===== config.mk =====
export PLATFORM = sky130hd
export DESIGN_NAME = pid_duty_controller_unit_flat
export DESIGN_NICKNAME = d
export VERILOG_FILES = /design/src/sv/pdc_pkg.sv /design/src/sv/pdc_if.sv /design/src/sv/pdc_serial_mac.sv /design/src/sv/pid_duty_controller_unit.sv /design/src/flat_wrapper.sv
export SDC_FILE = /design/constraint.sdc
export NUM_CORES = 1
export LEC_CHECK = 0
export ABC_AREA = 0
export BUFFER_PORTS_ARGS = -buffer_cell sky130_fd_sc_hd__buf_2
export CORE_MARGIN = 8
export CORE_UTILIZATION = 40
export DETAILED_ROUTE_END_ITERATION = 10
export PLACE_DENSITY_LB_ADDON = 0.25
export SYNTH_ARGS = -nofsm -noshare
export SYNTH_HDL_FRONTEND = slang
export SYNTH_SLANG_ARGS = --single-unit

===== constraint.sdc =====
create_clock -name clk -period 6.4 [get_ports clk]
set_clock_uncertainty 0.2 [all_clocks]
set_input_delay 0 -clock clk [delete_from_list [all_inputs] [get_ports clk]]
set_output_delay 0 -clock clk [all_outputs]
set_load 0.005 [all_outputs]

===== src/sv/pdc_pkg.sv =====
// ----------------------------------------------------------------------------
// pdc_pkg: shared types and constants of the PID duty controller
// Register map, mode codes, sequencer states and multiplier control struct.
// ----------------------------------------------------------------------------
package pdc_pkg;

    // field widths
    localparam int COUNT_W = 16;
    localparam int VOLT_W  = 16;
    localparam int ERR_W   = 17;
    localparam int DERIV_W = 18;
    localparam int SUM_W   = 32;
    localparam int GAIN_W  = 16;
    localparam int DUTY_W  = 7;
    localparam int ACC_W   = 51;
    localparam int ADDR_W  = 5;
    localparam int DATA_W  = 32;

    // duty limits and fixed-point scale (1/4096 V)
    localparam logic [DUTY_W-1:0] DUTY_MAX = 7'd99;
    localparam logic [DUTY_W-1:0] DUTY_MIN = 7'd1;
    localparam int                VOLT_SHIFT = 12;
    localparam logic signed [ACC_W-1:0] ACC_LO = 51'sd4096;
    localparam logic signed [ACC_W-1:0] ACC_HI = 51'sd409600;

    // register indexes (paddr[4:2])
    localparam logic [2:0] REG_MODE   = 3'd0;
    localparam logic [2:0] REG_TARGET = 3'd1;
    localparam logic [2:0] REG_SCALE  = 3'd2;
    localparam logic [2:0] REG_OFFSET = 3'd3;
    localparam logic [2:0] REG_GAIN_P = 3'd4;
    localparam logic [2:0] REG_GAIN_I = 3'd5;
    localparam logic [2:0] REG_GAIN_D = 3'd6;

    // mode codes; the unused code runs the full PID law
    localparam logic [1:0] MODE_ONOFF = 2'd0;
    localparam logic [1:0] MODE_PROP  = 2'd1;
    localparam logic [1:0] MODE_PID   = 2'd2;

    // reset values
    localparam logic [15:0] SCALE_RST = 16'd16384;

    // gain term order on the shared multiplier
    localparam logic [1:0] TERM_P = 2'd0;
    localparam logic [1:0] TERM_D = 2'd1;
    localparam logic [1:0] TERM_I = 2'd2;

    typedef enum logic [2:0] {
        ST_IDLE,
        ST_VOLT,
        ST_ERR,
        ST_UPD,
        ST_MUL,
        ST_FIN
    } pdc_state_t;

    // control of the serial multiply-accumulate unit
    typedef struct packed {
        logic clear;   // preload accumulator with the offset term
        logic load;    // load multiplicand and gain bits
        logic step;    // consume one gain bit
        logic last;    // gain sign bit: subtract instead of add
    } pdc_mac_ctrl_t;

endpackage


===== src/sv/pdc_if.sv =====
// ----------------------------------------------------------------------------
// pdc_in_if / pdc_out_if: valid-ready channels of the duty controller
// One transfer moves one measurement in, or one duty result out.
// ----------------------------------------------------------------------------
interface pdc_in_if;
    logic        valid;
    logic        ready;
    logic [15:0] measured_count;

    modport source (output valid, output measured_count, input ready);
    modport sink   (input valid, input measured_count, output ready);
endinterface

interface pdc_out_if;
    logic               valid;
    logic               ready;
    logic [6:0]         duty;
    logic signed [16:0] error_now;

    modport source (output valid, output duty, output error_now, input ready);
    modport sink   (input valid, input duty, input error_now, output ready);
endinterface


===== src/sv/pdc_serial_mac.sv =====
// ----------------------------------------------------------------------------
// pdc_serial_mac: bit-serial signed multiply-accumulate
// Consumes one gain bit per step cycle, LSB first; the multiplicand shifts left.
// ----------------------------------------------------------------------------
module pdc_serial_mac (
    input  logic                                 clk,
    input  logic                                 rst_n,
    input  pdc_pkg::pdc_mac_ctrl_t               ctrl,
    input  logic signed [pdc_pkg::ACC_W-1:0]     init_acc,
    input  logic signed [pdc_pkg::ACC_W-1:0]     mcand,
    input  logic        [pdc_pkg::GAIN_W-1:0]    gain,
    output logic signed [pdc_pkg::ACC_W-1:0]     acc
);
    import pdc_pkg::*;

    logic signed [ACC_W-1:0]  acc_reg, acc_next;
    logic signed [ACC_W-1:0]  mcand_reg, mcand_next;
    logic        [GAIN_W-1:0] gbits_reg, gbits_next;
    logic signed [ACC_W-1:0]  addend;

    // partial product of the current gain bit
    assign addend = gbits_reg[0] ? mcand_reg : '0;

    always_comb
    begin
        acc_next   = acc_reg;
        mcand_next = mcand_reg;
        gbits_next = gbits_reg;
        if (ctrl.clear)
        begin
            acc_next = init_acc;
        end
        else if (ctrl.step)
        begin
            // two's complement: the sign bit of the gain weighs negative
            acc_next = ctrl.last ? (acc_reg - addend) : (acc_reg + addend);
        end
        if (ctrl.load)
        begin
            mcand_next = mcand;
            gbits_next = gain;
        end
        else if (ctrl.step)
        begin
            mcand_next = mcand_reg <<< 1;
            gbits_next = gbits_reg >> 1;
        end
    end

    always_ff @(posedge clk or negedge rst_n)
    begin
        if (!rst_n)
        begin
            gbits_reg <= '0;
        end
        else
        begin
            gbits_reg <= gbits_next;
        end
    end

    // data path registers
    always_ff @(posedge clk)
    begin
        acc_reg   <= acc_next;
        mcand_reg <= mcand_next;
    end

    assign acc = acc_reg;

endmodule


===== src/sv/pid_duty_controller_unit.sv =====
// ----------------------------------------------------------------------------
// pid_duty_controller_unit: measured count to PWM duty, on-off / P / PID
// Voltage via a 16-step shift-add multiplier, gain terms via a bit-serial MAC.
// ----------------------------------------------------------------------------
// On-off mode takes the result from the error sign alone; proportional mode
// runs the P term and PID mode the P, D and I terms in turn on the MAC. The
// serial multipliers work one bit per cycle.
// One item at a time; a new item is taken while the result register waits.
// rst_n resets the control and config registers; last_error/error_sum go to 0.
// ----------------------------------------------------------------------------
module pid_duty_controller_unit (
    input  logic                          clk,
    input  logic                          rst_n,
    pdc_in_if.sink                        meas,
    pdc_out_if.source                     result,
    input  logic                          psel,
    input  logic                          penable,
    input  logic                          pwrite,
    input  logic [pdc_pkg::ADDR_W-1:0]    paddr,
    input  logic [pdc_pkg::DATA_W-1:0]    pwdata,
    output logic [pdc_pkg::DATA_W-1:0]    prdata,
    output logic                          pready
);
    import pdc_pkg::*;

    // configuration registers
    logic [1:0]               mode_reg;
    logic [VOLT_W-1:0]        target_reg;
    logic [15:0]              scale_reg;
    logic [DUTY_W-1:0]        offset_reg;
    logic signed [GAIN_W-1:0] gain_p_reg, gain_i_reg, gain_d_reg;
    logic                     cfg_wr;

    // sequencer
    pdc_state_t state_reg, state_next;
    logic [3:0] cnt_reg, cnt_next;
    logic [1:0] term_reg, term_next;
    logic       last_bit, full_pid;

    // data path
    logic [COUNT_W-1:0]        count_reg;
    logic [31:0]               mp_reg, mp_next;
    logic [16:0]               mp_sum;
    logic signed [ERR_W-1:0]   err_reg, err_next;
    logic signed [DERIV_W-1:0] deriv_reg, deriv_next;
    logic signed [ERR_W-1:0]   last_err_reg;
    logic signed [SUM_W-1:0]   sum_reg, sum_next;
    logic signed [19:0]        err5;
    logic signed [SUM_W:0]     sum_wide;
    logic                      in_window;

    // result register
    logic                      out_full_reg, out_full_next;
    logic [DUTY_W-1:0]         duty_reg, duty_calc;
    logic signed [ERR_W-1:0]   out_err_reg;

    // control from the output decoder
    logic          in_ready, volt_step, err_load, upd_en, out_load;
    pdc_mac_ctrl_t mac_ctrl;
    logic [1:0]    term_sel;
    logic signed [ACC_W-1:0]  mac_init, mac_mcand, acc;
    logic        [GAIN_W-1:0] mac_gain;

    // ------------------------------------------------------------------
    // APB register file
    // ------------------------------------------------------------------
    assign pready = 1'b1;
    assign cfg_wr = psel && penable && pwrite;

    always_ff @(posedge clk or negedge rst_n)
    begin
        if (!rst_n)
        begin
            mode_reg   <= MODE_PID;
            target_reg <= '0;
            scale_reg  <= SCALE_RST;
            offset_reg <= '0;
            gain_p_reg <= '0;
            gain_i_reg <= '0;
            gain_d_reg <= '0;
        end
        else if (cfg_wr)
        begin
            unique case (paddr[4:2])
                REG_MODE:   mode_reg   <= pwdata[1:0];
                REG_TARGET: target_reg <= pwdata[15:0];
                REG_SCALE:  scale_reg  <= pwdata[15:0];
                REG_OFFSET: offset_reg <= pwdata[6:0];
                REG_GAIN_P: gain_p_reg <= pwdata[15:0];
                REG_GAIN_I: gain_i_reg <= pwdata[15:0];
                REG_GAIN_D: gain_d_reg <= pwdata[15:0];
                default:    ;
            endcase
        end
    end

    // read mux
    always_comb
    begin
        unique case (paddr[4:2])
            REG_MODE:   prdata = {30'd0, mode_reg};
            REG_TARGET: prdata = {16'd0, target_reg};
            REG_SCALE:  prdata = {16'd0, scale_reg};
            REG_OFFSET: prdata = {25'd0, offset_reg};
            REG_GAIN_P: prdata = {16'd0, gain_p_reg};
            REG_GAIN_I: prdata = {16'd0, gain_i_reg};
            REG_GAIN_D: prdata = {16'd0, gain_d_reg};
            default:    prdata = '0;
        endcase
    end

    // ------------------------------------------------------------------
    // Sequencer: next state
    // ------------------------------------------------------------------
    assign last_bit = (cnt_reg == 4'd15);
    assign full_pid = (mode_reg != MODE_ONOFF) && (mode_reg != MODE_PROP);

    always_comb
    begin
        state_next = state_reg;
        unique case (state_reg)
            ST_IDLE: if (meas.valid) state_next = ST_VOLT;
            ST_VOLT: if (last_bit) state_next = ST_ERR;
            ST_ERR:  state_next = (mode_reg == MODE_ONOFF) ? ST_FIN : ST_UPD;
            ST_UPD:  state_next = ST_MUL;
            ST_MUL:
            begin
                if (last_bit && (!full_pid || term_reg == TERM_I))
                begin
                    state_next = ST_FIN;
                end
            end
            ST_FIN:  if (!out_full_reg || result.ready) state_next = ST_IDLE;
            default: state_next = ST_IDLE;
        endcase
    end

    // ------------------------------------------------------------------
    // Sequencer: outputs
    // ------------------------------------------------------------------
    always_comb
    begin
        in_ready  = 1'b0;
        volt_step = 1'b0;
        err_load  = 1'b0;
        upd_en    = 1'b0;
        out_load  = 1'b0;
        mac_ctrl  = '0;
        term_sel  = TERM_P;
        unique case (state_reg)
            ST_IDLE: in_ready  = 1'b1;
            ST_VOLT: volt_step = 1'b1;
            ST_ERR:  err_load  = 1'b1;
            ST_UPD:
            begin
                upd_en         = full_pid;
                mac_ctrl.clear = 1'b1;
                mac_ctrl.load  = 1'b1;
            end
            ST_MUL:
            begin
                mac_ctrl.step = 1'b1;
                mac_ctrl.last = last_bit;
                mac_ctrl.load = last_bit && full_pid && (term_reg != TERM_I);
                term_sel      = term_reg + 2'd1;
            end
            ST_FIN:  out_load = !out_full_reg || result.ready;
            default: ;
        endcase
    end

    // bit and term counters
    always_comb
    begin
        cnt_next  = cnt_reg;
        term_next = term_reg;
        if (in_ready && meas.valid)
        begin
            cnt_next = '0;
        end
        else if (volt_step || mac_ctrl.step)
        begin
            cnt_next = cnt_reg + 4'd1;
        end
        if (mac_ctrl.clear)
        begin
            term_next = TERM_P;
        end
        else if (mac_ctrl.load)
        begin
            term_next = term_reg + 2'd1;
        end
    end

    always_ff @(posedge clk or negedge rst_n)
    begin
        if (!rst_n)
        begin
            state_reg <= ST_IDLE;
            cnt_reg   <= '0;
            term_reg  <= TERM_P;
        end
        else
        begin
            state_reg <= state_next;
            cnt_reg   <= cnt_next;
            term_reg  <= term_next;
        end
    end

    // ------------------------------------------------------------------
    // Voltage: shift-add count * scale, one scale bit per cycle
    // ------------------------------------------------------------------
    assign mp_sum = {1'b0, mp_reg[31:16]} + ({17{mp_reg[0]}} & {1'b0, count_reg});

    always_comb
    begin
        mp_next = mp_reg;
        if (in_ready && meas.valid)
        begin
            mp_next = {16'd0, scale_reg};
        end
        else if (volt_step)
        begin
            mp_next = {mp_sum, mp_reg[15:1]};
        end
    end

    // ------------------------------------------------------------------
    // Error, derivative, windowed saturating integral
    // ------------------------------------------------------------------
    assign err_next   = $signed({1'b0, target_reg}) - $signed({1'b0, mp_reg[31:16]});
    assign deriv_next = DERIV_W'(err_reg) - DERIV_W'(last_err_reg);
    assign err5       = (20'(err_reg) <<< 2) + 20'(err_reg);
    assign in_window  = err5 < $signed({4'd0, target_reg});
    assign sum_wide   = (SUM_W+1)'(sum_reg) + (SUM_W+1)'(err_reg);

    always_comb
    begin
        if (!in_window)
        begin
            sum_next = '0;
        end
        else if (sum_wide[SUM_W] != sum_wide[SUM_W-1])
        begin
            // clamp to the 32-bit signed range
            sum_next = {sum_wide[SUM_W], {(SUM_W-1){!sum_wide[SUM_W]}}};
        end
        else
        begin
            sum_next = sum_wide[SUM_W-1:0];
        end
    end

    // controller state
    always_ff @(posedge clk or negedge rst_n)
    begin
        if (!rst_n)
        begin
            last_err_reg <= '0;
            sum_reg      <= '0;
        end
        else if (upd_en)
        begin
            last_err_reg <= err_reg;
            sum_reg      <= sum_next;
        end
    end

    // payload registers
    always_ff @(posedge clk)
    begin
        if (in_ready && meas.valid)
        begin
            count_reg <= meas.measured_count;
        end
        mp_reg <= mp_next;
        if (err_load)
        begin
            err_reg <= err_next;
        end
        if (upd_en)
        begin
            deriv_reg <= deriv_next;
        end
    end

    // ------------------------------------------------------------------
    // Gain terms on the shared serial MAC
    // ------------------------------------------------------------------
    assign mac_init = ACC_W'({offset_reg, {VOLT_SHIFT{1'b0}}});

    always_comb
    begin
        case (term_sel)
            TERM_P:
            begin
                mac_mcand = ACC_W'(err_reg);
                mac_gain  = gain_p_reg;
            end
            TERM_D:
            begin
                mac_mcand = ACC_W'(deriv_reg);
                mac_gain  = gain_d_reg;
            end
            default:
            begin
                mac_mcand = ACC_W'(sum_reg);
                mac_gain  = gain_i_reg;
            end
        endcase
    end

    pdc_serial_mac u_mac (
        .clk      (clk),
        .rst_n    (rst_n),
        .ctrl     (mac_ctrl),
        .init_acc (mac_init),
        .mcand    (mac_mcand),
        .gain     (mac_gain),
        .acc      (acc)
    );

    // ------------------------------------------------------------------
    // Duty: on-off by error sign, else truncate by 4096 and clamp to 1..99
    // ------------------------------------------------------------------
    always_comb
    begin
        if (mode_reg == MODE_ONOFF)
        begin
            duty_calc = (err_reg > 0) ? DUTY_MAX : DUTY_MIN;
        end
        else if (acc < ACC_LO)
        begin
            duty_calc = DUTY_MIN;
        end
        else if (acc >= ACC_HI)
        begin
            duty_calc = DUTY_MAX;
        end
        else
        begin
            duty_calc = acc[VOLT_SHIFT+DUTY_W-1:VOLT_SHIFT];
        end
    end

    // result register; frees on a transfer, reloads in the same cycle
    always_comb
    begin
        out_full_next = out_full_reg;
        if (out_load)
        begin
            out_full_next = 1'b1;
        end
        else if (result.ready)
        begin
            out_full_next = 1'b0;
        end
    end

    always_ff @(posedge clk or negedge rst_n)
    begin
        if (!rst_n)
        begin
            out_full_reg <= 1'b0;
        end
        else
        begin
            out_full_reg <= out_full_next;
        end
    end

    always_ff @(posedge clk)
    begin
        if (out_load)
        begin
            duty_reg    <= duty_calc;
            out_err_reg <= err_reg;
        end
    end

    assign meas.ready       = in_ready;
    assign result.valid     = out_full_reg;
    assign result.duty      = duty_reg;
    assign result.error_now = out_err_reg;

endmodule


===== src/flat_wrapper.sv =====
// flat-port wrapper written by rule: the top's interface ports become plain ports
module pid_duty_controller_unit_flat import pdc_pkg::*;
  (clk, rst_n, psel, penable, pwrite, paddr, pwdata, prdata, pready, meas_valid, meas_measured_count, meas_ready, result_valid, result_duty, result_error_now, result_ready);
  pdc_in_if meas_i ();
  pdc_out_if result_i ();
  input  logic clk;
  input  logic rst_n;
  input  logic psel;
  input  logic penable;
  input  logic pwrite;
  input  logic [pdc_pkg::ADDR_W-1:0] paddr;
  input  logic [pdc_pkg::DATA_W-1:0] pwdata;
  output logic [pdc_pkg::DATA_W-1:0] prdata;
  output logic pready;
  input wire logic [$bits(meas_i.valid)-1:0] meas_valid;
  input wire logic [$bits(meas_i.measured_count)-1:0] meas_measured_count;
  output wire logic [$bits(meas_i.ready)-1:0] meas_ready;
  output wire logic [$bits(result_i.valid)-1:0] result_valid;
  output wire logic [$bits(result_i.duty)-1:0] result_duty;
  output wire logic [$bits(result_i.error_now)-1:0] result_error_now;
  input wire logic [$bits(result_i.ready)-1:0] result_ready;
  assign meas_i.valid = meas_valid;
  assign meas_i.measured_count = meas_measured_count;
  assign meas_ready = meas_i.ready;
  assign result_valid = result_i.valid;
  assign result_duty = result_i.duty;
  assign result_error_now = result_i.error_now;
  assign result_i.ready = result_ready;
  pid_duty_controller_unit u_core (.clk(clk), .rst_n(rst_n), .meas(meas_i), .result(result_i), .psel(psel), .penable(penable), .pwrite(pwrite), .paddr(paddr), .pwdata(pwdata), .prdata(prdata), .pready(pready));
endmodule

==> metrics.yaml <==
worst_setup_path:
  crit_buf_inv: 1
  worstSetupStartpointType: "flip-flop"
  crit_arrival_ns: 6.00
  worstPathMaxFanout: 6
  cpMaxStageDelayCell: "or4_4"
  path_cells: "or4_4 -> nor4_2 -> nand4_1 -> a211oi_2 -> nor2_1 -> or2_1 -> o211ai_1 -> ha_1 -> a21oi_1 -> o21ai_0 -> a211o_1 -> o221ai_1 -> a21oi_1 -> a41o_1 -> a21boi_0 -> buf_4 -> nor2b_1 -> xnor2_1 -> o21ai_0"
  end_kind: "flip-flop"
  crit_path_max_incr_delay_ns: 0.59
  cpLargestDelayFamily: "compound AO/OA/AOI/OAI gates"
  critical_path_class: "reg -> reg"
  cp.required_ns: 6.66
route:
  met2_length_mm: 33.4
  met3_length_mm: 3.80
  vias: 21000
  dr.pass1.iters: 5
  routedWlPerCell_um: 19.6
  drcViolationCount: 0
  wl_met1_mm: 32.7
  drt_iter0_markers: 1518
  wirelength_mm: 71.7
  antenna_left: 0
  routed.top_layer: "met4"
  drt-vias-per-instance: 5.74
layout:
  drive_gt1_frac: 0.115
  syn_to_final_growth_pct: 13.4
  nets: 3061
synth:
  yosys.area_share.xor_xnor: 0.0486
  synth_cell_types: 93
  avgSynthCellArea_um2: 9.05
  ys_seq_area_frac: 0.396
  yosys-top-cells-area: "edfxtp_1 (18%), dfrtp_1 (16%), ha_1 (8.4%), nand2_1 (5.8%), dfxtp_1 (4.9%)"
  synth_commonest_cells: "nand2_1 (381), a21oi_1 (225), o21ai_0 (206), nor2_1 (188), ha_1 (165)"
  synth.mux.area_fraction: 0.0473
  synthSimpleGateAreaFrac: 0.159
  synth_top_area_share: 0.181
  synthArstFlopShare: 0.440
  synth_compound_area_frac: 0.219
  yosysMostFrequentCell: "nand2_1"
  syn_inst: 2728
  synth_top_family_by_area: "compound AO/OA/AOI/OAI gates"
  ys_warn_count: 0
  synth_edf_count: 149
  synth_fa_ha_area_frac: 0.0885
  synth-main-ff-cell: "dfrtp_1"
  synth.cell_area_um2: 24700
  synth-seq-cells: 373
  yosysTopAreaCell: "edfxtp_1"
sta:
  min_period_ns: 5.74
  tightest_slew_ns: 1.16
  tns_ns: 0
  period_share: 0.897
  setup_viol: 0
  fmax_mhz: 174
  rsz0062_at_grt: "false"
  hold_viol_final: 0
  slew_headroom: 0.225
  drv_slew: 0
clocking:
  cts_tree: "yes"
  cts-resized-gates: 0
  cts_buffer_depth: 3
  htreeDepth: 2
  clk_pin_slew_ns: 0.06
  cts-buffers-inserted: 44
  root_buffer: "clkbuf_16"
  post-cts-setup-buffers: 0
  cts_hold_buffers: 55
  clk_latency_ns: 0.61
  cts_sinks: 373
power:
  power.density_nw_per_um2: 610
  irDropWorstVdd_v: 0.000293
  power_w: 0.0171
  p_leak_nw: 11.8
global_route:
  grt-ovfl-total: 0
  grt_max_degree: 105
  grt_usage: 0.200
  antenna_found_initial: 2
  grt_pass1_wl_mm: 114
  grt_pass1_vias: 20800
flow_run:
  max_cap_violations: 0
die:
  fp.coreArea_um2: 61400
  row_count: 91
  die_h_um: 264
  io_pins: 119
  dieWidth_um: 264
  initial_core_util: 0.402
  die_area_um2: 69900
place:
  gp_congestion: 0.899
  portBuffers: 83
  dp_hpwl_mm: 51.6
worst_hold_path:
  hp-class: "in -> reg"
status:
  status: "complete, no violations"
==> layer usage <==
metal  vias up  global-route usage
met3       110              0.0297
li1      10100                   -
met2       607               0.331
met1     10100               0.267
met5         -                   0
met4         0              0.0611
==> power by group <==
part           leakage, nW  switching [W]  internal (W)
clock network        0.704        0.00110       0.00150
logic                 7.12        0.00620       0.00423
registers             3.97       0.000635       0.00341
total                 11.8        0.00793       0.00914
==> cell usage in the layout, fill, tap and decap left out, types with 51 or more instances in the layout <==
cell type and instances:
dfrtp_1 161, nor2_1 180, a22o_1 51, nand3_1 52
edfxtp_1 149, nand2_1 380, ha_1 165, buf_2 82
a21o_1 84, o21ai_0 206, inv_1 104, xnor2_1 87
dfxtp_1 60, mux2_2 82, a21oi_1 224, dlygate4sd3_1 54
==> cells by family after synthesis <==
family / count (synthesis)
other cells: 2
xor+xnor: 137
flops: 373
fa+ha+maj: 171
compound gates: 831
mux: 104
simple gates: 865
buf+inv: 245
==> stage by stage <==
stage               setup WS (ns)  cell area, um2  hold WS [ns]  std cells   util
finish                      0.660           28000        0.0349       3657  0.456
global route                0.262           28000        0.0247       3657  0.456
CTS                         0.709           28000        0.0108       3656  0.456
detailed placement          0.768           25900       -0.0219       3519  0.423
global placement            0.768           25900       -0.0223       3519  0.423
floorplan                   0.638           24700        -0.496       2743      -
==> worst min-delay path, delay by kind of cell <==
family,cells,cell delay [ns]
AO/OA/AOI/OAI,1,0.06
buffers and inverters,2,0.68
AND/OR/NAND/NOR,1,0.06
==> final cells by class <==
type / count / area, um2
fillers: 5844 / 33400
multi-input cells: 2125 / 14000
flip-flops and latches: 373 / 9780
repair buffers: 180 / 1320
clock buffers: 60 / 1240
well taps: 790 / 988
inverters: 106 / 398
clock inverters: 22 / 256
diodes: 1 / 2.50
==> path summary, 6_finish.rpt <==
check / start / endpoint / slack, ns / depth (start not counted)
setup / recovery: u_core.u_mac.mcand_reg[8] / u_core.u_mac.acc[43] / 0.66 / 19
hold / removal: pwdata[11] / u_core.target_reg[11] / 0.03 / 4
setup reg to reg: u_core.u_mac.mcand_reg[8] / u_core.u_mac.acc[43] / 0.66 / 19
hold reg to reg: u_core.u_mac.acc[3] / u_core.u_mac.acc[3] / 0.26 / 2
max in group asynchronous: rst_n / u_core.offset_reg[5] / 4.84 / 4
min in group asynchronous: rst_n / u_core.scale_reg[14] / 0.27 / 3
Note: power is estimated with default switching activity, not from simulation.
